===== config.mk =====
export PLATFORM = sky130hd
export DESIGN_NAME = delimited_frame_receiver_flat
export DESIGN_NICKNAME = d
export VERILOG_FILES = /design/src/rtl/dfr_pkg.sv /design/src/rtl/dfr_rx_if.sv /design/src/rtl/dfr_res_if.sv /design/src/rtl/dfr_cfg.sv /design/src/rtl/dfr_parser.sv /design/src/rtl/delimited_frame_receiver.sv /design/src/flat_wrapper.sv
export VERILOG_INCLUDE_DIRS = /design/src /design/src/rtl
export SDC_FILE = /design/constraint.sdc
export NUM_CORES = 1
export LEC_CHECK = 0
export BUFFER_PORTS_ARGS = -buffer_cell sky130_fd_sc_hd__clkbuf_2
export CORE_MARGIN = 5
export CORE_UTILIZATION = 25
export DETAILED_ROUTE_END_ITERATION = 10
export SLEW_MARGIN = 25
export SYNTH_ARGS = -nofsm -noshare
export SYNTH_HDL_FRONTEND = slang
export SYNTH_SLANG_ARGS = --single-unit

===== constraint.sdc =====
create_clock -name i_clk -period 11.9 [get_ports i_clk]
set_input_delay 1.785 -clock i_clk [delete_from_list [all_inputs] [get_ports i_clk]]
set_output_delay 1.785 -clock i_clk [all_outputs]
set_load 0.03 [all_outputs]

===== src/rtl/delimited_frame_receiver_assert.svh =====
// Assertion macros used by the frame receiver parser.
`ifndef DELIMITED_FRAME_RECEIVER_ASSERT_SVH
`define DELIMITED_FRAME_RECEIVER_ASSERT_SVH

`ifndef SYNTHESIS

// Property that must hold at every clock edge out of reset.
`define DFR_ASSERT(lbl, clk, rst_n, prop, msg) \
    lbl: assert property (@(posedge clk) disable iff (!rst_n) (prop)) \
        else $error(msg);

// Consequence that must hold in the cycle after the antecedent.
`define DFR_ASSERT_NEXT(lbl, clk, rst_n, ante, cons, msg) \
    lbl: assert property (@(posedge clk) disable iff (!rst_n) (ante) |=> (cons)) \
        else $error(msg);

`else

`define DFR_ASSERT(lbl, clk, rst_n, prop, msg)
`define DFR_ASSERT_NEXT(lbl, clk, rst_n, ante, cons, msg)

`endif

`endif


===== src/rtl/dfr_pkg.sv =====
// Package: constants, types and register codes of the frame receiver.
`timescale 1ns / 1ps

package dfr_pkg;

    localparam int HEADER_BYTES = 6;
    localparam int MAX_FRAME    = 512;

    localparam int BYTE_W    = 8;
    localparam int LEN_W     = 16;
    localparam int OFF_W     = 9;
    localparam int POS_W     = $clog2(MAX_FRAME + 1);
    localparam int HDR_IDX_W = $clog2(HEADER_BYTES);
    localparam int CFG_IDX_W = 2;

    // header byte positions
    localparam int HDR_TYPE   = 1;
    localparam int HDR_ID     = 2;
    localparam int HDR_STATUS = 3;
    localparam int HDR_LEN_HI = 4;
    localparam int HDR_LEN_LO = 5;

    localparam logic [BYTE_W-1:0] CMD_ID_ONE = 8'h01;

    localparam logic [BYTE_W-1:0] START_BYTE_RST = 8'd254;
    localparam logic [BYTE_W-1:0] END_BYTE_RST   = 8'd253;
    localparam logic [BYTE_W-1:0] NOTIF_TYPE_RST = 8'd7;

    localparam logic KIND_PAYLOAD = 1'b0;
    localparam logic KIND_FRAME   = 1'b1;

    typedef enum logic [CFG_IDX_W-1:0] {
        CFG_START_BYTE = 2'd0,
        CFG_END_BYTE   = 2'd1,
        CFG_NOTIF_TYPE = 2'd2
    } t_cfg_idx;

    typedef struct packed {
        logic [BYTE_W-1:0] start_byte;
        logic [BYTE_W-1:0] end_byte;
        logic [BYTE_W-1:0] notification_type;
    } t_cfg;

    typedef struct packed {
        logic              kind;
        logic [BYTE_W-1:0] payload_byte;
        logic [OFF_W-1:0]  payload_offset;
        logic [BYTE_W-1:0] frame_type;
        logic [BYTE_W-1:0] command_id;
        logic [BYTE_W-1:0] header_status;
        logic [LEN_W-1:0]  payload_size;
        logic              is_notification;
        logic              answers_command;
    } t_result;

endpackage


===== src/rtl/dfr_rx_if.sv =====
// Interface: received byte channel.
`timescale 1ns / 1ps

interface dfr_rx_if import dfr_pkg::*; ();

    logic              valid;
    logic              ready;
    logic [BYTE_W-1:0] rx_byte;

    modport source (output valid, output rx_byte, input ready);
    modport sink   (input valid, input rx_byte, output ready);

endinterface


===== src/rtl/dfr_res_if.sv =====
// Interface: result channel (payload bytes and frame completions).
`timescale 1ns / 1ps

interface dfr_res_if import dfr_pkg::*; ();

    logic              valid;
    logic              ready;
    logic              kind;
    logic [BYTE_W-1:0] payload_byte;
    logic [OFF_W-1:0]  payload_offset;
    logic [BYTE_W-1:0] frame_type;
    logic [BYTE_W-1:0] command_id;
    logic [BYTE_W-1:0] header_status;
    logic [LEN_W-1:0]  payload_size;
    logic              is_notification;
    logic              answers_command;

    modport source (
        output valid, output kind, output payload_byte, output payload_offset,
        output frame_type, output command_id, output header_status,
        output payload_size, output is_notification, output answers_command,
        input  ready
    );
    modport sink (
        input  valid, input kind, input payload_byte, input payload_offset,
        input  frame_type, input command_id, input header_status,
        input  payload_size, input is_notification, input answers_command,
        output ready
    );

endinterface


===== src/rtl/dfr_cfg.sv =====
// Configuration registers: start, end and notification type bytes.
`timescale 1ns / 1ps

module dfr_cfg import dfr_pkg::*; (
    input  logic                 i_clk,
    input  logic                 i_rst_n,
    input  logic                 i_cfg_we,
    input  logic [CFG_IDX_W-1:0] i_cfg_idx,
    input  logic [BYTE_W-1:0]    i_cfg_wdata,
    output t_cfg                 o_cfg
);

    t_cfg r_cfg;
    t_cfg n_cfg;

    always_comb begin
        n_cfg = r_cfg;
        if (i_cfg_we) begin
            case (t_cfg_idx'(i_cfg_idx))
                CFG_START_BYTE: n_cfg.start_byte        = i_cfg_wdata;
                CFG_END_BYTE:   n_cfg.end_byte          = i_cfg_wdata;
                CFG_NOTIF_TYPE: n_cfg.notification_type = i_cfg_wdata;
                default:        n_cfg = r_cfg;
            endcase
        end
    end

    always_ff @(posedge i_clk) begin
        if (!i_rst_n) begin
            r_cfg.start_byte        <= START_BYTE_RST;
            r_cfg.end_byte          <= END_BYTE_RST;
            r_cfg.notification_type <= NOTIF_TYPE_RST;
        end else begin
            r_cfg <= n_cfg;
        end
    end

    assign o_cfg = r_cfg;

endmodule


===== src/rtl/dfr_parser.sv =====
// Frame parser: position, length and header state, and per-byte result decode.
`timescale 1ns / 1ps

`include "delimited_frame_receiver_assert.svh"

module dfr_parser import dfr_pkg::*; (
    input  logic              i_clk,
    input  logic              i_rst_n,
    input  logic              i_step,
    input  logic [BYTE_W-1:0] i_byte,
    input  t_cfg              i_cfg,
    output logic              o_res_valid,
    output t_result           o_res
);

    logic [POS_W-1:0]  r_pos;
    logic [LEN_W-1:0]  r_len;
    logic [BYTE_W-1:0] r_hdr [HEADER_BYTES];

    logic [POS_W-1:0]  n_pos;
    logic [LEN_W-1:0]  n_len;

    logic              w_start;
    logic [POS_W-1:0]  w_pos;
    logic              w_sat;
    logic              w_in_hdr;
    logic              w_hdr_wr;
    logic [POS_W-1:0]  w_offset;
    logic              w_payload;
    logic              w_complete;
    logic              w_notif;

    // a start byte restarts the frame before anything else is decided
    assign w_start  = (i_byte == i_cfg.start_byte);
    assign w_pos    = w_start ? '0 : r_pos;
    assign w_sat    = (w_pos == POS_W'(MAX_FRAME));
    assign w_in_hdr = (w_pos < POS_W'(HEADER_BYTES));
    assign w_hdr_wr = !w_sat && w_in_hdr;
    assign w_offset = w_pos - POS_W'(HEADER_BYTES);

    assign w_payload  = !w_sat && !w_in_hdr && (LEN_W'(w_offset) < r_len);
    assign w_complete = !w_sat && (i_byte == i_cfg.end_byte) &&
                        ((LEN_W + 1)'(w_pos) ==
                         (LEN_W + 1)'(r_len) + (LEN_W + 1)'(HEADER_BYTES));

    assign w_notif = (r_hdr[HDR_TYPE] == i_cfg.notification_type);

    always_comb begin
        n_pos = r_pos;
        n_len = r_len;
        if (w_complete) begin
            n_pos = '0;
            n_len = '0;
        end else begin
            n_pos = w_sat ? w_pos : w_pos + POS_W'(1);
            if (w_hdr_wr && (w_pos == POS_W'(HDR_LEN_LO))) begin
                n_len = {r_hdr[HDR_LEN_HI], i_byte};
            end
        end
    end

    always_ff @(posedge i_clk) begin
        if (!i_rst_n) begin
            r_pos <= '0;
            r_len <= '0;
            for (int i = 0; i < HEADER_BYTES; i++) begin
                r_hdr[i] <= '0;
            end
        end else if (i_step) begin
            r_pos <= n_pos;
            r_len <= n_len;
            for (int i = 0; i < HEADER_BYTES; i++) begin
                if (w_hdr_wr && (w_pos[HDR_IDX_W-1:0] == HDR_IDX_W'(i))) begin
                    r_hdr[i] <= i_byte;
                end
            end
        end
    end

    always_comb begin
        o_res = '0;
        if (w_complete) begin
            o_res.kind            = KIND_FRAME;
            o_res.frame_type      = r_hdr[HDR_TYPE];
            o_res.command_id      = r_hdr[HDR_ID];
            o_res.header_status   = r_hdr[HDR_STATUS];
            o_res.payload_size    = r_len;
            o_res.is_notification = w_notif;
            o_res.answers_command = !w_notif ||
                                    ((r_hdr[HDR_ID] == CMD_ID_ONE) && (r_len != '0));
        end else if (w_payload) begin
            o_res.kind           = KIND_PAYLOAD;
            o_res.payload_byte   = i_byte;
            o_res.payload_offset = OFF_W'(w_offset);
        end
    end

    assign o_res_valid = w_complete || w_payload;

    `DFR_ASSERT(a_pos_range, i_clk, i_rst_n, r_pos <= POS_W'(MAX_FRAME), "byte position beyond frame limit")
    `DFR_ASSERT(a_kind_excl, i_clk, i_rst_n, !(w_payload && w_complete), "payload byte and completion together")
    `DFR_ASSERT_NEXT(a_frame_clears, i_clk, i_rst_n, i_step && w_complete, (r_pos == '0) && (r_len == '0), "position or length not cleared after completion")
    `DFR_ASSERT_NEXT(a_sat_holds, i_clk, i_rst_n, i_step && w_sat, r_pos == POS_W'(MAX_FRAME), "saturated position moved without a start byte")

endmodule


===== src/rtl/delimited_frame_receiver.sv =====
// Top level of the delimited frame receiver: configuration registers, input register, parser, result register.
`timescale 1ns / 1ps

// Parses start/end delimited frames from a received byte stream. One byte is
// taken per cycle unless the input stalls; a byte passes an input register,
// is decoded by the parser against the current frame state, and any result
// lands in the output register, which presents it to the sink. Throughput is
// one byte per cycle while the result channel is ready; the input stalls only
// when both registers are full and the output is held. Results: a payload
// byte with its offset, or a frame summary when an end byte arrives exactly
// after header plus payload length. Configuration (start byte, end byte,
// notification type) is written at indices 0..2.

module delimited_frame_receiver import dfr_pkg::*; (
    input  logic                 i_clk,
    input  logic                 i_rst_n,
    dfr_rx_if.sink               i_rx,
    dfr_res_if.source            o_res,
    input  logic                 i_cfg_we,
    input  logic [CFG_IDX_W-1:0] i_cfg_idx,
    input  logic [BYTE_W-1:0]    i_cfg_wdata
);

    t_cfg              w_cfg;
    logic              r_in_valid;
    logic [BYTE_W-1:0] r_in_byte;
    logic              r_out_valid;
    t_result           r_out_res;

    logic              n_in_valid;
    logic              n_out_valid;
    logic              w_proc;
    logic              w_res_valid;
    t_result           w_res;

    dfr_cfg u_cfg (
        .i_clk       (i_clk),
        .i_rst_n     (i_rst_n),
        .i_cfg_we    (i_cfg_we),
        .i_cfg_idx   (i_cfg_idx),
        .i_cfg_wdata (i_cfg_wdata),
        .o_cfg       (w_cfg)
    );

    dfr_parser u_parser (
        .i_clk       (i_clk),
        .i_rst_n     (i_rst_n),
        .i_step      (w_proc),
        .i_byte      (r_in_byte),
        .i_cfg       (w_cfg),
        .o_res_valid (w_res_valid),
        .o_res       (w_res)
    );

    // the held byte moves on once the result register is free or draining
    assign w_proc     = r_in_valid && (!r_out_valid || o_res.ready);
    assign i_rx.ready = !r_in_valid || w_proc;

    always_comb begin
        n_in_valid  = i_rx.ready ? i_rx.valid : r_in_valid;
        n_out_valid = w_proc ? w_res_valid : (r_out_valid && !o_res.ready);
    end

    always_ff @(posedge i_clk) begin
        if (!i_rst_n) begin
            r_in_valid  <= 1'b0;
            r_out_valid <= 1'b0;
        end else begin
            r_in_valid  <= n_in_valid;
            r_out_valid <= n_out_valid;
        end
    end

    always_ff @(posedge i_clk) begin
        if (i_rx.valid && i_rx.ready) begin
            r_in_byte <= i_rx.rx_byte;
        end
        if (w_proc && w_res_valid) begin
            r_out_res <= w_res;
        end
    end

    assign o_res.valid           = r_out_valid;
    assign o_res.kind            = r_out_res.kind;
    assign o_res.payload_byte    = r_out_res.payload_byte;
    assign o_res.payload_offset  = r_out_res.payload_offset;
    assign o_res.frame_type      = r_out_res.frame_type;
    assign o_res.command_id      = r_out_res.command_id;
    assign o_res.header_status   = r_out_res.header_status;
    assign o_res.payload_size    = r_out_res.payload_size;
    assign o_res.is_notification = r_out_res.is_notification;
    assign o_res.answers_command = r_out_res.answers_command;

endmodule


===== src/flat_wrapper.sv =====
// flat-port wrapper written by rule: the top's interface ports become plain ports
module delimited_frame_receiver_flat import dfr_pkg::*;
  (i_clk, i_rst_n, i_cfg_we, i_cfg_idx, i_cfg_wdata, i_rx_valid, i_rx_rx_byte, i_rx_ready, o_res_valid, o_res_kind, o_res_payload_byte, o_res_payload_offset, o_res_frame_type, o_res_command_id, o_res_header_status, o_res_payload_size, o_res_is_notification, o_res_answers_command, o_res_ready);
  dfr_rx_if i_rx_i ();
  dfr_res_if o_res_i ();
  input  logic i_clk;
  input  logic i_rst_n;
  input  logic i_cfg_we;
  input  logic [CFG_IDX_W-1:0] i_cfg_idx;
  input  logic [BYTE_W-1:0] i_cfg_wdata;
  input wire logic [$bits(i_rx_i.valid)-1:0] i_rx_valid;
  input wire logic [$bits(i_rx_i.rx_byte)-1:0] i_rx_rx_byte;
  output wire logic [$bits(i_rx_i.ready)-1:0] i_rx_ready;
  output wire logic [$bits(o_res_i.valid)-1:0] o_res_valid;
  output wire logic [$bits(o_res_i.kind)-1:0] o_res_kind;
  output wire logic [$bits(o_res_i.payload_byte)-1:0] o_res_payload_byte;
  output wire logic [$bits(o_res_i.payload_offset)-1:0] o_res_payload_offset;
  output wire logic [$bits(o_res_i.frame_type)-1:0] o_res_frame_type;
  output wire logic [$bits(o_res_i.command_id)-1:0] o_res_command_id;
  output wire logic [$bits(o_res_i.header_status)-1:0] o_res_header_status;
  output wire logic [$bits(o_res_i.payload_size)-1:0] o_res_payload_size;
  output wire logic [$bits(o_res_i.is_notification)-1:0] o_res_is_notification;
  output wire logic [$bits(o_res_i.answers_command)-1:0] o_res_answers_command;
  input wire logic [$bits(o_res_i.ready)-1:0] o_res_ready;
  assign i_rx_i.valid = i_rx_valid;
  assign i_rx_i.rx_byte = i_rx_rx_byte;
  assign i_rx_ready = i_rx_i.ready;
  assign o_res_valid = o_res_i.valid;
  assign o_res_kind = o_res_i.kind;
  assign o_res_payload_byte = o_res_i.payload_byte;
  assign o_res_payload_offset = o_res_i.payload_offset;
  assign o_res_frame_type = o_res_i.frame_type;
  assign o_res_command_id = o_res_i.command_id;
  assign o_res_header_status = o_res_i.header_status;
  assign o_res_payload_size = o_res_i.payload_size;
  assign o_res_is_notification = o_res_i.is_notification;
  assign o_res_answers_command = o_res_i.answers_command;
  assign o_res_i.ready = o_res_ready;
  delimited_frame_receiver u_core (.i_clk(i_clk), .i_rst_n(i_rst_n), .i_rx(i_rx_i), .o_res(o_res_i), .i_cfg_we(i_cfg_we), .i_cfg_idx(i_cfg_idx), .i_cfg_wdata(i_cfg_wdata));
endmodule

======== Word-level counts from Yosys, hierarchy flattened ========
Memories as Yosys holds them, arrays and structs flattened. A register that Yosys moved wholly into a read port is not among the register bits.
Cells that the tools add are included.
word-level totals
  output and inout bits ................... 62
  input bits .............................. 23
  flip-flop bits (word level) ............. 112
  memory bits (writable) .................. 48
  logic and storage cells ................. 117
  memories ................................ 1
cells by class
  eq/ne operators ......................... 14
  bitwise operators ....................... 7
  add/sub/neg operators ................... 3
  magnitude comparators ................... 2
  reductions and logical operators ........ 37
  multiplexer cells ....................... 37
memory list
  memory                 words  bits a word  rd ports  clocked after memory_dff  wr ports  RTL line          RTL
  u_core.u_parser.r_hdr  6      8            4         1                         6         dfr_parser.sv:18  logic [BYTE_W-1:0] r_hdr [HEADER_BYTES];
operators with widths
  cell                     number
  $mux W8                  6
  $mux W16                 2
  $mux W10                 3
  $mux W1                  26
  $eq A8 B8 Y1             3
  $add A16 B3 Y17 const B  1
  $eq A10 B17 Y1           1
  $logic_and A1 B1 Y1      17
  $lt A10 B16 Y1           1
  $reduce_bool A16 Y1      1
  $add A10 B1 Y10 const B  1
  $eq A10 B10 Y1 const B   1
  $eq A10 B3 Y1 const B    1
  $lt A10 B3 Y1 const B    1
  $sub A10 B3 Y10 const B  1
  $eq A8 B1 Y1 const B     1
  $reduce_and A2 Y1        4
  $logic_not A1 Y1         7
  $eq A3 B2 Y1 const B     2
  $eq A3 B3 Y1 const B     2
  $or A1 B1 Y1             6
  $logic_or A1 B1 Y1       4
  $eq A3 B1 Y1 const B     1
  $logic_not A3 Y1         1
  6 further kinds          6

======== Logic depth before layout (Yosys ltp) ========
Gate-level depths: netlist of run 1.
  word-level depth ........................ 11
  depth in mapped cells ................... 20
  mapped depth without buffers ............ 16

======== Cells and area by module ========
A second synthesis of run 1 with hierarchy kept.
second synthesis, totals
  cell total of the unflattened synthesis .. 671
  area, all modules ....................... 7,308.3 µm²
by module, submodules not included
  module                    area each (µm²)  cells each  instances
  dfr_parser                4,137.7          491         1
  delimited_frame_receiver  2,154.6          81          1
  dfr_cfg                   1,016.0          99          1

======== Worst setup path before layout of run 1 ========
OpenSTA, ideal clock, no wires.
  path type ............................... register to register
  start point ............................. register u_core.r_in_byte[2]
  end point ............................... register u_core.r_out_res (netlist bit u_core.o_res.answers_command), enable pin
  data arrival time ....................... 5.628 ns
  cell stages (with the launch flop) ...... 18
  library setup time ...................... 0.478 ns
  setup slack ............................. 5.794 ns
  cell sequence ........................... edfxtp_1 -> xnor2_1 -> and4_1 -> nand2_2 -> buf_4 -> nand2_1 -> inv_1 -> ha_1 -> clkbuf_1 -> o311ai_0 -> o21ai_0 -> ha_1 -> o21a_1 -> o2111ai_1 -> a21oi_1 -> o31ai_1 -> a31oi_1 -> nor2_1
RTL lines
  item                             RTL line                        RTL
  start: declaration               delimited_frame_receiver.sv:26  logic [BYTE_W-1:0] r_in_byte;
  start signal: assignment         delimited_frame_receiver.sv:76  r_in_byte <= i_rx.rx_byte;
  $eq A8 B8 Y1                     dfr_parser.sv:34                assign w_start = (i_byte == i_cfg.start_byte);
  $mux W10                         dfr_parser.sv:35                assign w_pos = w_start ? '0 : r_pos;
  $sub A10 B3 Y10                  dfr_parser.sv:39                assign w_offset = w_pos - POS_W'(HEADER_BYTES);
  net u_core.u_parser.w_offset[1]  dfr_parser.sv:28                logic [POS_W-1:0] w_offset;
  $lt A10 B16 Y1                   dfr_parser.sv:41                assign w_payload = !w_sat && !w_in_hdr && (LEN_W'(w_offset) < r_len);
  $logic_and A1 B1 Y1              dfr_parser.sv:41
  $logic_or A1 B1 Y1               dfr_parser.sv:98                assign o_res_valid = w_complete || w_payload;
  $logic_and A1 B1 Y1              delimited_frame_receiver.sv:78  if (w_proc && w_res_valid) begin
  end signal: assignment           delimited_frame_receiver.sv:79  r_out_res <= w_res;
  end: declaration                 delimited_frame_receiver.sv:28  t_result r_out_res;
The timed path passes the listed nets, and every way through them passes these cells.
A chain may end at the register's enable or synchronous reset.

======== Worst setup path in the final report of run 1 ========
  start point ............................. register u_core.r_in_byte[6]
  end point ............................... register u_core.o_res.header_status[0] (netlist name)
RTL lines
  item                             RTL line
  $eq A8 B8 Y1                     dfr_parser.sv:34
  $mux W10                         dfr_parser.sv:35
  $sub A10 B3 Y10                  dfr_parser.sv:39
  net u_core.u_parser.w_offset[1]  dfr_parser.sv:28
  $lt A10 B16 Y1                   dfr_parser.sv:41
  $logic_and A1 B1 Y1              dfr_parser.sv:41
  $logic_or A1 B1 Y1               dfr_parser.sv:98
  $logic_and A1 B1 Y1              delimited_frame_receiver.sv:78
The timed path passes the listed nets, and every way through them passes these cells.

==> run_summary.xml, run 1 <==
<?xml version="1.0" encoding="UTF-8"?>
<metrics>
  <group name="place">
    <metric name="detailed_place.area" unit="um^2">7760</metric>
    <metric name="io_buffer_count" unit="">84</metric>
    <metric name="dp_hpwl" unit="mm">13.5</metric>
    <metric name="post-place-cells" unit="">1068</metric>
    <metric name="place_congestion" unit="">0.859</metric>
    <metric name="place_worst_setup_slack" unit="ns">6.75</metric>
  </group>
  <group name="worst_hold_path">
    <metric name="hold_class" unit="">register to register</metric>
  </group>
  <group name="flow_run">
    <metric name="drv_cap" unit="">0</metric>
  </group>
  <group name="detailed_routing">
    <metric name="post_drt_wl_per_cell" unit="um">16.3</metric>
    <metric name="post_drt_via_cell_ratio" unit="">4.47</metric>
    <metric name="detail_route.drc_violations" unit="">0</metric>
    <metric name="total_number_of_vias" unit="">4914</metric>
    <metric name="detail_route.iter0.violations" unit="">345</metric>
    <metric name="drtAntennaViolNets" unit="">0</metric>
    <metric name="detailedRoute.firstPassIterationCount" unit="">5</metric>
    <metric name="totalWireLength" unit="mm">17.9</metric>
  </group>
  <group name="synth">
    <metric name="post_synth.cell_area_avg" unit="um^2">11.0</metric>
    <metric name="post_synth_num_cell_types" unit="">61</metric>
    <metric name="syn-cell-area" unit="um^2">7000</metric>
    <metric name="postSynth.topFlopCell" unit="">sky130_fd_sc_hd__edfxtp_1</metric>
    <metric name="postSynth.asyncResetShare" unit="">0</metric>
    <metric name="synth_cells" unit="">636</metric>
    <metric name="yosysSeqAreaShare" unit="">0.578</metric>
    <metric name="yosys_register_bits" unit="">152</metric>
    <metric name="count_of_flip_flops_with_a_built_in_enable_after_synthesis" unit="">100</metric>
    <metric name="synth.yosys.warnings" unit="">0</metric>
  </group>
  <group name="final_layout">
    <metric name="antenna-diode-count" unit="">0</metric>
    <metric name="fin_cells" unit="">1100</metric>
    <metric name="layout_cell_share_with_drive_strength_beyond_1" unit="">0.180</metric>
    <metric name="final_non_filler_cell_area" unit="um^2">8420</metric>
    <metric name="nNetsFinal" unit="">749</metric>
    <metric name="area_delta_synth_final" unit="%">20.3</metric>
    <metric name="layout.cells.most_common" unit="">sky130_fd_sc_hd__edfxtp_1</metric>
    <metric name="most_frequent_cells_in_the_layout" unit="">sky130_fd_sc_hd__edfxtp_1 (100), sky130_fd_sc_hd__clkbuf_2 (84), sky130_fd_sc_hd__nand2_1 (75)</metric>
  </group>
  <group name="clocking">
    <metric name="clock_sinks" unit="">152</metric>
    <metric name="clock_tree.root_cell" unit="">sky130_fd_sc_hd__clkbuf_16</metric>
    <metric name="hold_fix_buffers_at_cts" unit="">0</metric>
    <metric name="cts_buffers" unit="">17</metric>
    <metric name="ctsResizeCount" unit="">0</metric>
    <metric name="cts_max_level" unit="">4</metric>
    <metric name="clk_path_buf_depth" unit="">2</metric>
    <metric name="post-cts-setup-buffers" unit="">0</metric>
    <metric name="clk-insertion-delay-late" unit="ns">0.42</metric>
    <metric name="tritoncts_clock_tree" unit="">yes</metric>
    <metric name="path_clk_slew" unit="ns">0.06</metric>
  </group>
  <group name="power">
    <metric name="netSwitchingFraction" unit="">0.210</metric>
    <metric name="p_sw" unit="uW">254</metric>
    <metric name="ir_drop" unit="V">0.0000957</metric>
    <metric name="p_seq_frac" unit="">0.477</metric>
    <metric name="combinationalPowerShare" unit="">0.034</metric>
    <metric name="powerDensity" unit="nW/um^2">144</metric>
    <metric name="p_leak" unit="uW">0.00336</metric>
    <metric name="power.clock.fraction" unit="">0.489</metric>
    <metric name="power_report.internal_total" unit="uW">956</metric>
  </group>
  <group name="critical_path">
    <metric name="worst_ep_required_time" unit="ns">11.96</metric>
    <metric name="cp_max_fo" unit="">43</metric>
    <metric name="setup.worst_path.start_class" unit="">register</metric>
    <metric name="cp-end-kind" unit="">register</metric>
    <metric name="worstSetupPathType" unit="">register to register</metric>
    <metric name="cp_data_arrival_time" unit="ns">5.25</metric>
  </group>
  <group name="die">
    <metric name="die_width" unit="um">177</metric>
    <metric name="initial_utilization" unit="">0.253</metric>
    <metric name="die-height" unit="um">177</metric>
    <metric name="placement_rows" unit="">61</metric>
    <metric name="io-pin-count" unit="">85</metric>
    <metric name="die_area" unit="um^2">31400</metric>
    <metric name="floorplan_core_area" unit="um^2">27700</metric>
  </group>
  <group name="timing">
    <metric name="fin_crit" unit="ns">5.19</metric>
    <metric name="finalMaxSlewViolations" unit="">0</metric>
    <metric name="rsz0062_at_grt" unit="">no</metric>
    <metric name="max_slew.worst_pin.slew" unit="ns">0.954</metric>
    <metric name="finalSetupTns" unit="ns">0</metric>
    <metric name="fin_skew" unit="ns">0.0107</metric>
    <metric name="finalHoldViolations" unit="">0</metric>
    <metric name="final_min_period_over_clock_period" unit="">0.436</metric>
    <metric name="hold_ws" unit="ns">0.457</metric>
    <metric name="slew_headroom" unit="">0.363</metric>
    <metric name="setup_ws" unit="ns">6.71</metric>
    <metric name="max_fclk" unit="MHz">193</metric>
    <metric name="report.final.setup_viol" unit="">0</metric>
  </group>
  <group name="global_route">
    <metric name="globalRouteOverflowTotal" unit="">0</metric>
    <metric name="grt_first_pass_wirelength" unit="mm">28.2</metric>
    <metric name="grt_pass1_vias" unit="">4950</metric>
    <metric name="grtUsageTotal" unit="">0.116</metric>
    <metric name="grt_max_degree" unit="">50</metric>
    <metric name="number_of_antenna_violations_at_the_first_check_in_global_routing" unit="">0</metric>
  </group>
  <group name="run_status">
    <metric name="run_status" unit="">completed</metric>
  </group>
</metrics>
==> critical path, cell delays in order, from the launching register on <==
cell and delay [ns]:
sky130_fd_sc_hd__edfxtp_1 0.50, sky130_fd_sc_hd__xnor2_1 0.24, sky130_fd_sc_hd__and4_1 0.27, sky130_fd_sc_hd__nand2_2 0.27, sky130_fd_sc_hd__nand2_1 0.25, sky130_fd_sc_hd__inv_1 0.13, sky130_fd_sc_hd__ha_1 0.32, sky130_fd_sc_hd__o311ai_0 0.29
sky130_fd_sc_hd__o21ai_0 0.18, sky130_fd_sc_hd__ha_1 0.30, sky130_fd_sc_hd__o21a_1 0.17, sky130_fd_sc_hd__o2111ai_1 0.16, sky130_fd_sc_hd__a21oi_1 0.06, sky130_fd_sc_hd__o31ai_1 0.33, sky130_fd_sc_hd__a31oi_1 0.25, sky130_fd_sc_hd__nor2_4 0.47
sky130_fd_sc_hd__buf_4 0.56
==> state kept, by name (all words and copies together), names as in the netlist, 9 cells and up <==
name,cells
u_core.o_res.payload_offset,9
u_core.o_res.payload_size,16
u_core.u_cfg.o_cfg,24
u_core.u_parser.r_hdr,32
u_core.u_parser.r_len,16
u_core.u_parser.r_pos,10
==> through the flow <==
stage,power [uW],utilization
6_report,1210,0.304
5_1_grt,1250,0.304
3_3_place_gp,628,0.280
2_1_floorplan,612,-
4_1_cts,1220,0.303
3_5_place_dp,629,0.280
==> layout make-up <==
type,count,area (um^2)
Clock buffer,17,425
Clock inverter,15,223
Fill cell,2822,19300
Inverter,24,90.1
Multi-Input combinational cell,428,2730
Sequential cell,152,4040
Tap cell,378,473
Timing Repair Buffer,86,435
==> cell families (layout without fill, tap and decap cells) <==
group	count (synthesis)	after routing	share of synthesized area
other	1	5	0.000536
AND/OR/NAND/NOR	271	271	0.204
AO/OA/AOI/OAI	79	79	0.0771
multiplexers	12	12	0.0173
flip-flops	152	152	0.578
XOR/XNOR	44	44	0.0551
adder cells (fa/ha/maj)	17	17	0.0304
buffers and inverters	60	142	0.0374
==> synthesized netlist by cell type (all sizes together) (2+ instances only) <==
| cell | n | area, um^2 |
|---|---|---|
| edfxtp | 100 | 3000 |
| nand2 | 76 | 288 |
| dfxtp | 52 | 1040 |
| and2 | 48 | 300 |
| nor2 | 36 | 135 |
| xnor2 | 30 | 263 |
| nor3 | 27 | 150 |
| clkbuf | 26 | 97.6 |
| inv | 24 | 90.1 |
| nand3 | 23 | 115 |
| a21oi | 22 | 110 |
| ha | 17 | 213 |
| o21ai | 17 | 85.1 |
| a22o | 16 | 140 |
| and3 | 16 | 100 |
| xor2 | 14 | 123 |
| mux2i | 11 | 110 |
| buf | 10 | 73.8 |
| nand4 | 8 | 50.1 |
| nor2b | 5 | 31.3 |
| nor4 | 5 | 37.5 |
| or4 | 4 | 33.8 |
| a211oi | 3 | 27.5 |
| a31oi | 3 | 18.8 |
| and4 | 3 | 26.3 |
| nand3b | 3 | 22.5 |
| nor3b | 3 | 22.5 |
| o21a | 3 | 22.5 |
| or3 | 3 | 18.8 |
| nand2b | 2 | 12.5 |
| nor4b | 2 | 17.5 |
| nor4bb | 2 | 20.0 |
| o2111ai | 2 | 23.8 |
| o211ai | 2 | 15.0 |
| o31ai | 2 | 15.0 |
| or3b | 2 | 17.5 |
==> final timing paths <==
path | startpoint | to | slack, ns | depth (start not counted)
min reg2reg | u_core.u_parser.r_hdr[4][3] | u_core.u_parser.r_len[11] | 0.46 | 1
min | u_core.u_parser.r_hdr[4][3] | u_core.u_parser.r_len[11] | 0.46 | 1
max | u_core.r_in_byte[6] | u_core.o_res.header_status[0] | 6.71 | 16
max reg2reg | u_core.r_in_byte[6] | u_core.o_res.header_status[0] | 6.71 | 16
==> metal layers <==
layer	GRT usage	wire (um)	up-vias
li1	-	-	2400
met1	0.155	8220	2347
met2	0.190	8620	149
met3	0.0202	719	18
met4	0.0435	360	0
met5	0	0	-
==> power groups by stage <==
stage          Sequential (uW)  Combinational, uW  Clock [uW]
4_1_cts                    577               41.0         602
3_3_place_gp               588               40.1           0
6_report                   577               41.1         592
3_5_place_dp               588               40.7           0
5_1_grt                    578               46.1         627
2_1_floorplan              585               26.8           0
Note: power is estimated with default switching activity, not from simulation.
==> run 2: changes to the inputs <==
Clock period 11.9 ns to 4.9 ns, I/O delays scaled along.
==> run_summary.xml, run 2 (synthesis gave the netlist of run 1 again) <==
<?xml version="1.0" encoding="UTF-8"?>
<metrics>
  <group name="run_status">
    <metric name="run_status" unit="">completed</metric>
  </group>
  <group name="critical_path">
    <metric name="worstSetupPathType" unit="">register to register</metric>
    <metric name="cp_max_fo" unit="">16</metric>
    <metric name="cp-end-kind" unit="">register</metric>
    <metric name="crit-reg2reg-launch" unit="">u_core.r_in_byte[5]</metric>
    <metric name="regToRegEndpoint" unit="">u_core.o_res.payload_offset[0]</metric>
    <metric name="cp_data_arrival_time" unit="ns">4.46</metric>
    <metric name="worst_ep_required_time" unit="ns">5.15</metric>
    <metric name="worst-r2r-setup-slack" unit="ns">0.69</metric>
    <metric name="setup.worst_path.start_class" unit="">register</metric>
    <metric name="reg2regPathDepth" unit="">15</metric>
  </group>
  <group name="detailed_routing">
    <metric name="route.top_layer_used" unit="">met4</metric>
    <metric name="detailed_routed_wire_length_on_met3" unit="um">694</metric>
    <metric name="totalWireLength" unit="mm">18.1</metric>
    <metric name="wl_met1" unit="mm">8.05</metric>
    <metric name="drtAntennaViolNets" unit="">0</metric>
    <metric name="detailedRoute.firstPassIterationCount" unit="">5</metric>
    <metric name="post_drt_via_cell_ratio" unit="">4.44</metric>
    <metric name="detail_route.drc_violations" unit="">0</metric>
    <metric name="total_number_of_vias" unit="">4908</metric>
    <metric name="post_drt_wl_per_cell" unit="um">16.3</metric>
    <metric name="detail_route.iter0.violations" unit="">402</metric>
    <metric name="routed-wl-met2" unit="mm">8.79</metric>
  </group>
  <group name="global_route">
    <metric name="grtUsageTotal" unit="">0.117</metric>
    <metric name="grt_pass1_vias" unit="">4955</metric>
    <metric name="number_of_antenna_violations_at_the_first_check_in_global_routing" unit="">0</metric>
    <metric name="grt_max_degree" unit="">45</metric>
    <metric name="globalRouteOverflowTotal" unit="">0</metric>
    <metric name="grt_first_pass_wirelength" unit="mm">28.0</metric>
  </group>
  <group name="timing">
    <metric name="final_min_period_over_clock_period" unit="">0.859</metric>
    <metric name="finalSetupTns" unit="ns">0</metric>
    <metric name="max_fclk" unit="MHz">238</metric>
    <metric name="finalMaxSlewViolations" unit="">0</metric>
    <metric name="rsz0062_at_grt" unit="">no</metric>
    <metric name="report.final.setup_viol" unit="">0</metric>
    <metric name="fin_skew" unit="ns">0.0209</metric>
    <metric name="finalHoldViolations" unit="">0</metric>
    <metric name="fin_crit" unit="ns">4.21</metric>
    <metric name="hold_ws" unit="ns">0.450</metric>
    <metric name="slew_headroom" unit="">0.356</metric>
    <metric name="max_slew.worst_pin.slew" unit="ns">0.964</metric>
    <metric name="setup_ws" unit="ns">0.690</metric>
  </group>
  <group name="final_layout">
    <metric name="layout_cell_share_with_drive_strength_beyond_1" unit="">0.187</metric>
    <metric name="antenna-diode-count" unit="">0</metric>
    <metric name="layout.cells.most_common" unit="">sky130_fd_sc_hd__edfxtp_1</metric>
    <metric name="sequential_cell_area" unit="um^2">4040</metric>
    <metric name="largest_register" unit="">u_core.u_parser.r_hdr</metric>
    <metric name="most_frequent_cells_in_the_layout" unit="">sky130_fd_sc_hd__edfxtp_1 (100), sky130_fd_sc_hd__clkbuf_2 (84), sky130_fd_sc_hd__nand2_1 (75)</metric>
    <metric name="number_of_flip_flops_in_the_largest_register" unit="">32</metric>
    <metric name="final_non_filler_cell_area" unit="um^2">8460</metric>
    <metric name="area_delta_synth_final" unit="%">21.0</metric>
    <metric name="nFillCells" unit="">2827</metric>
    <metric name="area_of_the_multi_input_gates" unit="um^2">2710</metric>
    <metric name="nNetsFinal" unit="">755</metric>
  </group>
  <group name="worst_hold_path">
    <metric name="holdPathEnd" unit="">u_core.u_parser.r_len[12]</metric>
    <metric name="timing.hold.worst.start" unit="">u_core.u_parser.r_hdr[4][4]</metric>
    <metric name="holdPathStages" unit="">1</metric>
    <metric name="hold_class" unit="">register to register</metric>
  </group>
  <group name="clocking">
    <metric name="clock_tree.root_cell" unit="">sky130_fd_sc_hd__clkbuf_16</metric>
    <metric name="clock_sinks" unit="">152</metric>
    <metric name="clk_path_buf_depth" unit="">2</metric>
    <metric name="path_clk_slew" unit="ns">0.07</metric>
    <metric name="cts_buffers" unit="">17</metric>
    <metric name="tritoncts_clock_tree" unit="">yes</metric>
    <metric name="ctsResizeCount" unit="">0</metric>
    <metric name="hold_fix_buffers_at_cts" unit="">0</metric>
    <metric name="clk-insertion-delay-late" unit="ns">0.43</metric>
    <metric name="cts_max_level" unit="">4</metric>
    <metric name="post-cts-setup-buffers" unit="">0</metric>
  </group>
  <group name="place">
    <metric name="place_worst_setup_slack" unit="ns">0.775</metric>
    <metric name="place_congestion" unit="">0.882</metric>
    <metric name="io_buffer_count" unit="">84</metric>
    <metric name="dp_hpwl" unit="mm">13.6</metric>
    <metric name="detailed_place.area" unit="um^2">7810</metric>
  </group>
  <group name="die">
    <metric name="initial_utilization" unit="">0.253</metric>
    <metric name="die-height" unit="um">177</metric>
    <metric name="die_width" unit="um">177</metric>
    <metric name="io-pin-count" unit="">85</metric>
    <metric name="floorplan_core_area" unit="um^2">27700</metric>
    <metric name="placement_rows" unit="">61</metric>
    <metric name="die_area" unit="um^2">31400</metric>
  </group>
  <group name="power">
    <metric name="powerDensity" unit="nW/um^2">348</metric>
    <metric name="ir_drop" unit="V">0.000195</metric>
    <metric name="p_leak" unit="uW">0.00339</metric>
  </group>
  <group name="flow_run">
    <metric name="drv_cap" unit="">0</metric>
  </group>
</metrics>
[run 2: worst max-delay path by stage]
stage	cells after the start	start	to
floorplan	17	u_core.r_in_byte[2]	u_core.o_res.answers_command
global placement	14	u_core.r_in_byte[3]	u_core.o_res.payload_offset[4]
detailed placement	15	u_core.r_in_byte[1]	u_core.o_res.payload_offset[6]
CTS	15	u_core.r_in_byte[1]	u_core.o_res.payload_offset[6]
global route	15	u_core.r_in_byte[4]	u_core.o_res.payload_offset[8]
finish	15	u_core.r_in_byte[5]	u_core.o_res.payload_offset[0]
[run 2: critical path, cell delays in order (launching register included)]
cell	delay (ns)
sky130_fd_sc_hd__edfxtp_1	0.51
sky130_fd_sc_hd__xnor2_1	0.22
sky130_fd_sc_hd__and4_1	0.27
sky130_fd_sc_hd__nand2_2	0.15
sky130_fd_sc_hd__nand2_1	0.17
sky130_fd_sc_hd__inv_1	0.13
sky130_fd_sc_hd__ha_1	0.23
sky130_fd_sc_hd__o311ai_0	0.26
sky130_fd_sc_hd__o21ai_0	0.17
sky130_fd_sc_hd__ha_1	0.29
sky130_fd_sc_hd__o21a_1	0.17
sky130_fd_sc_hd__o2111ai_1	0.17
sky130_fd_sc_hd__a21oi_1	0.06
sky130_fd_sc_hd__o31ai_1	0.33
sky130_fd_sc_hd__or3b_1	0.68
sky130_fd_sc_hd__nor2_1	0.21
[run 2: stage by stage]
step                utilization  total power [uW]  std cells
detailed placement        0.282              1530       1074
global route              0.305              3050       1106
CTS                       0.305              2980       1106
finish                    0.305              2950       1106
global placement          0.282              1530       1074
floorplan                     -              1490        640
[run 2: power by group]
| part | leakage, uW | total, uW | switching [uW] | internal (uW) |
|---|---|---|---|---|
| Sequential | 0.00149 | 1400 | 20.6 | 1380 |
| Combinational | 0.00159 | 101 | 65.8 | 34.9 |
| Clock | 0.000312 | 1450 | 534 | 911 |
| Total | 0.00339 | 2950 | 620 | 2330 |
[run 2: per-layer routing]
layer	GRT usage	vias to the layer above
li1	-	2412
met1	0.147	2323
met2	0.194	144
met3	0.0249	29
met4	0.0512	0
met5	0	-
[run 2: cell type report]
type / instances / share of cell area
well taps: 378 / 0.0559
flip-flops and latches: 152 / 0.478
repair buffers: 92 / 0.0582
clock inverters: 13 / 0.0256
inverters: 24 / 0.0106
clock buffers: 19 / 0.0512
multi-input cells: 428 / 0.321
==> run 3: changes to the inputs <==
Settings changed: SYNTH_HIERARCHICAL from default to 1.
Clock period 4.9 ns to 3.5 ns, I/O delays scaled along.
==> run_summary.xml, run 3 <==
<?xml version="1.0" encoding="UTF-8"?>
<metrics>
  <group name="detailed_routing">
    <metric name="detailedRoute.firstPassIterationCount" unit="">5</metric>
    <metric name="detail_route.drc_violations" unit="">0</metric>
    <metric name="total_number_of_vias" unit="">5342</metric>
    <metric name="detailed_routed_wire_length_on_met3" unit="mm">1.30</metric>
    <metric name="post_drt_via_cell_ratio" unit="">4.48</metric>
    <metric name="drtAntennaViolNets" unit="">0</metric>
    <metric name="totalWireLength" unit="mm">19.3</metric>
    <metric name="post_drt_wl_per_cell" unit="um">16.2</metric>
    <metric name="route.top_layer_used" unit="">met4</metric>
    <metric name="wl_met1" unit="mm">8.96</metric>
    <metric name="detail_route.iter0.violations" unit="">284</metric>
    <metric name="routed-wl-met2" unit="mm">8.67</metric>
  </group>
  <group name="synth">
    <metric name="synth.yosys.warnings" unit="">6</metric>
    <metric name="synthMostInstantiatedCell" unit="">sky130_fd_sc_hd__edfxtp_1</metric>
    <metric name="postSynth.topFlopCell" unit="">sky130_fd_sc_hd__edfxtp_1</metric>
    <metric name="syn-cell-area" unit="um^2">7310</metric>
    <metric name="count_of_flip_flops_with_a_built_in_enable_after_synthesis" unit="">100</metric>
    <metric name="synth.top_cell.area_share" unit="">0.411</metric>
    <metric name="synth.top_cells.by_count" unit="">sky130_fd_sc_hd__edfxtp_1 (100), sky130_fd_sc_hd__nor2_1 (64), sky130_fd_sc_hd__nand2_1 (56)</metric>
    <metric name="yosys_register_bits" unit="">152</metric>
    <metric name="netlist_top_cells_area" unit="">sky130_fd_sc_hd__edfxtp_1 (41%), sky130_fd_sc_hd__dfxtp_1 (14%), sky130_fd_sc_hd__mux2i_1 (4.5%)</metric>
    <metric name="yosysSeqAreaShare" unit="">0.553</metric>
    <metric name="postSynth.asyncResetShare" unit="">0</metric>
    <metric name="post_synth.cell_area_avg" unit="um^2">10.9</metric>
    <metric name="yosys.area.top_type" unit="">sky130_fd_sc_hd__edfxtp_1</metric>
    <metric name="synth_cells" unit="">671</metric>
    <metric name="post_synth_num_cell_types" unit="">73</metric>
  </group>
  <group name="critical_path">
    <metric name="crit_end" unit="">u_core/o_res.payload_size[2]</metric>
    <metric name="cp_data_arrival_time" unit="ns">3.96</metric>
    <metric name="worstSetupPathType" unit="">register to register</metric>
    <metric name="crit_family" unit="">simple AND/OR/NAND/NOR gates</metric>
    <metric name="worst_ep_required_time" unit="ns">3.64</metric>
    <metric name="worstPathBufferInverterCount" unit="">3</metric>
    <metric name="worst-path-stages" unit="">20</metric>
    <metric name="regToRegEndpoint" unit="">u_core/o_res.payload_size[2]</metric>
    <metric name="cp-end-kind" unit="">register</metric>
    <metric name="worstPathCellList" unit="">xnor2_2 -&gt; nand4_1 -&gt; or2_4 -&gt; nand2_2 -&gt; inv_2 -&gt; ha_4 -&gt; nand2_2 -&gt; a21boi_4 -&gt; o21ai_2 -&gt; ha_1 -&gt; a21o_1 -&gt; a211o_1 -&gt; a31oi_1 -&gt; a211o_1 -&gt; nand2_1 -&gt; nand2_1 -&gt; nand2_2 -&gt; nor2_4 -&gt; buf_12 -&gt; clkbuf_16</metric>
    <metric name="crit_slowest_cell" unit="">sky130_fd_sc_hd__edfxtp_1</metric>
    <metric name="cp_max_fo" unit="">7</metric>
    <metric name="crit-reg2reg-launch" unit="">u_core/r_in_byte[2]</metric>
    <metric name="setup.worst_path.start" unit="">u_core/r_in_byte[2]</metric>
    <metric name="reg2regPathDepth" unit="">20</metric>
    <metric name="critPathMostFrequentCell" unit="">sky130_fd_sc_hd__nand2_2</metric>
    <metric name="setup.worst_path.start_class" unit="">register</metric>
    <metric name="timing.critical_path.slowest_cell_delay" unit="ns">0.43</metric>
    <metric name="worst-r2r-setup-slack" unit="ns">-0.32</metric>
  </group>
  <group name="power">
    <metric name="powerDensity" unit="nW/um^2">429</metric>
    <metric name="p_leak" unit="uW">0.00341</metric>
    <metric name="ir_drop" unit="V">0.000326</metric>
    <metric name="report.power.total" unit="uW">4000</metric>
  </group>
  <group name="die">
    <metric name="io-pin-count" unit="">85</metric>
    <metric name="die_width" unit="um">181</metric>
    <metric name="die_area" unit="um^2">32800</metric>
    <metric name="floorplan_core_area" unit="um^2">28800</metric>
    <metric name="die-height" unit="um">181</metric>
    <metric name="placement_rows" unit="">62</metric>
    <metric name="initial_utilization" unit="">0.254</metric>
  </group>
  <group name="worst_hold_path">
    <metric name="hold_class" unit="">input port to register</metric>
  </group>
  <group name="flow_run">
    <metric name="drv_cap" unit="">0</metric>
  </group>
  <group name="final_layout">
    <metric name="nNetsFinal" unit="">836</metric>
    <metric name="antenna-diode-count" unit="">0</metric>
    <metric name="fin_cells" unit="">1193</metric>
    <metric name="area_of_the_multi_input_gates" unit="um^2">3050</metric>
    <metric name="layout_cell_share_with_drive_strength_beyond_1" unit="">0.263</metric>
    <metric name="nFillCells" unit="">2934</metric>
    <metric name="most_frequent_cells_in_the_layout" unit="">sky130_fd_sc_hd__edfxtp_1 (100), sky130_fd_sc_hd__clkbuf_2 (84), sky130_fd_sc_hd__nor2_1 (59)</metric>
    <metric name="largest_register" unit="">u_core/u_parser/r_hdr</metric>
    <metric name="number_of_flip_flops_in_the_largest_register" unit="">32</metric>
    <metric name="sequential_cell_area" unit="um^2">4040</metric>
    <metric name="area_delta_synth_final" unit="%">27.7</metric>
    <metric name="layout.cells.most_common" unit="">sky130_fd_sc_hd__edfxtp_1</metric>
  </group>
  <group name="timing">
    <metric name="fin_skew" unit="ns">0.0129</metric>
    <metric name="setup_ws" unit="ns">-0.319</metric>
    <metric name="finalMaxSlewViolations" unit="">0</metric>
    <metric name="final_min_period_over_clock_period" unit="">1.09</metric>
    <metric name="fin_crit" unit="ns">3.82</metric>
    <metric name="slew_headroom" unit="">0.505</metric>
    <metric name="finalHoldViolations" unit="">0</metric>
    <metric name="hold_ws" unit="ns">0.278</metric>
    <metric name="report.final.setup_viol" unit="">77</metric>
    <metric name="rsz0062_at_grt" unit="">yes</metric>
    <metric name="max_fclk" unit="MHz">262</metric>
    <metric name="max_slew.worst_pin.slew" unit="ns">0.740</metric>
  </group>
  <group name="clocking">
    <metric name="path_clk_slew" unit="ns">0.06</metric>
    <metric name="cts_max_level" unit="">4</metric>
    <metric name="clock_sinks" unit="">152</metric>
    <metric name="clk-insertion-delay-late" unit="ns">0.43</metric>
    <metric name="clk_path_buf_depth" unit="">2</metric>
    <metric name="cts_buffers" unit="">17</metric>
    <metric name="tritoncts_clock_tree" unit="">yes</metric>
    <metric name="clock_tree.root_cell" unit="">sky130_fd_sc_hd__clkbuf_16</metric>
  </group>
  <group name="global_route">
    <metric name="grt_pass1_vias" unit="">5377</metric>
    <metric name="grt_max_degree" unit="">52</metric>
    <metric name="grt_first_pass_wirelength" unit="mm">29.8</metric>
    <metric name="globalRouteOverflowTotal" unit="">0</metric>
    <metric name="number_of_antenna_violations_at_the_first_check_in_global_routing" unit="">0</metric>
    <metric name="grtUsageTotal" unit="">0.116</metric>
  </group>
  <group name="place">
    <metric name="dp_hpwl" unit="mm">13.8</metric>
    <metric name="place_congestion" unit="">0.914</metric>
    <metric name="post-place-cells" unit="">1145</metric>
    <metric name="io_buffer_count" unit="">84</metric>
  </group>
  <group name="run_status">
    <metric name="run_status" unit="">finished, violations left</metric>
    <metric name="violations" unit="">negative setup slack</metric>
  </group>
</metrics>
[run 3: per-layer routing]
layer	global-route usage	vias up
li1	-	2616
met1	0.153	2557
met2	0.175	143
met3	0.0414	26
met4	0.0417	0
met5	0	-
[run 3: layout make-up]
cell class / instances / area share
flip-flops and latches: 152 / 0.433
multi-input cells: 449 / 0.327
repair buffers: 145 / 0.111
well taps: 384 / 0.0515
clock buffers: 18 / 0.0460
clock inverters: 14 / 0.0185
inverters: 31 / 0.0127
[run 3: how the worst min path moves through the flow]
stage | startpoint | to | slack, ns | cells after the start
floorplan | u_core/u_cfg/o_cfg[16] | u_core/u_cfg/o_cfg[16] | 0.45 | 2
global placement | u_core/u_cfg/o_cfg[9] | u_core/u_cfg/o_cfg[9] | 0.46 | 2
detailed placement | u_core/u_cfg/o_cfg[9] | u_core/u_cfg/o_cfg[9] | 0.46 | 2
CTS | i_rx_rx_byte[5] | u_core/r_in_byte[5] | 0.25 | 1
global route | i_rx_rx_byte[6] | u_core/r_in_byte[6] | 0.26 | 1
finish | i_rx_rx_byte[5] | u_core/r_in_byte[5] | 0.28 | 1
[run 3: timing repair]
| item | CTS | global route |
|---|---|---|
| gates cloned | 2 | 3 |
| endpoints found under the setup margin | 61 | 106 |
| pin swaps | 2 | 4 |
| gates resized for setup | 7 | 17 |
| buffers inserted | 9 | 4 |
| hold buffers | 0 | 0 |
[run 3: report_power, final]
| group | switching, uW | internal, uW |
|---|---|---|
| Sequential | 20.6 | 1930 |
| Combinational | 105 | 68.2 |
| Clock | 750 | 1130 |
| Total | 876 | 3130 |
[run 3: kinds of logic (layout without fill, tap and decap cells)]
logic type | count (synthesis) | in the layout | synth area share
AOI/OAI and AO/OA | 74 | 74 | 0.0721
xor gates and xnor gates | 42 | 42 | 0.0503
adders and majority gates | 17 | 17 | 0.0291
buffers and inverters | 74 | 208 | 0.0466
DFF | 152 | 152 | 0.553
muxes | 34 | 34 | 0.0467
other | 1 | 5 | 0.000513
and+or+nand+nor | 277 | 277 | 0.201
[run 3: through the flow]
step                      worst slack [ns]  instance area [um^2]  utilization  setup TNS, ns
after floorplan                     -0.868                  7380            -         -52.06
after global placement              -0.210                  8450        0.294         -10.66
after detailed placement            -0.314                  8450        0.294         -16.84
after CTS                           -0.113                  9200        0.320          -5.39
after global routing                -0.460                  9330        0.324         -28.27
final                               -0.319                  9330        0.324         -18.39
[run 3: worst reg2reg max path, delay by kind of cell (launching register included)]
family / cells / cell delay, ns
AO/OA/AOI/OAI: 6 / 0.98
XOR/XNOR: 1 / 0.16
adder cells (fa/ha/maj): 2 / 0.50
buffers and inverters: 3 / 0.38
flip-flops: 1 / 0.43
AND/OR/NAND/NOR: 8 / 1.08
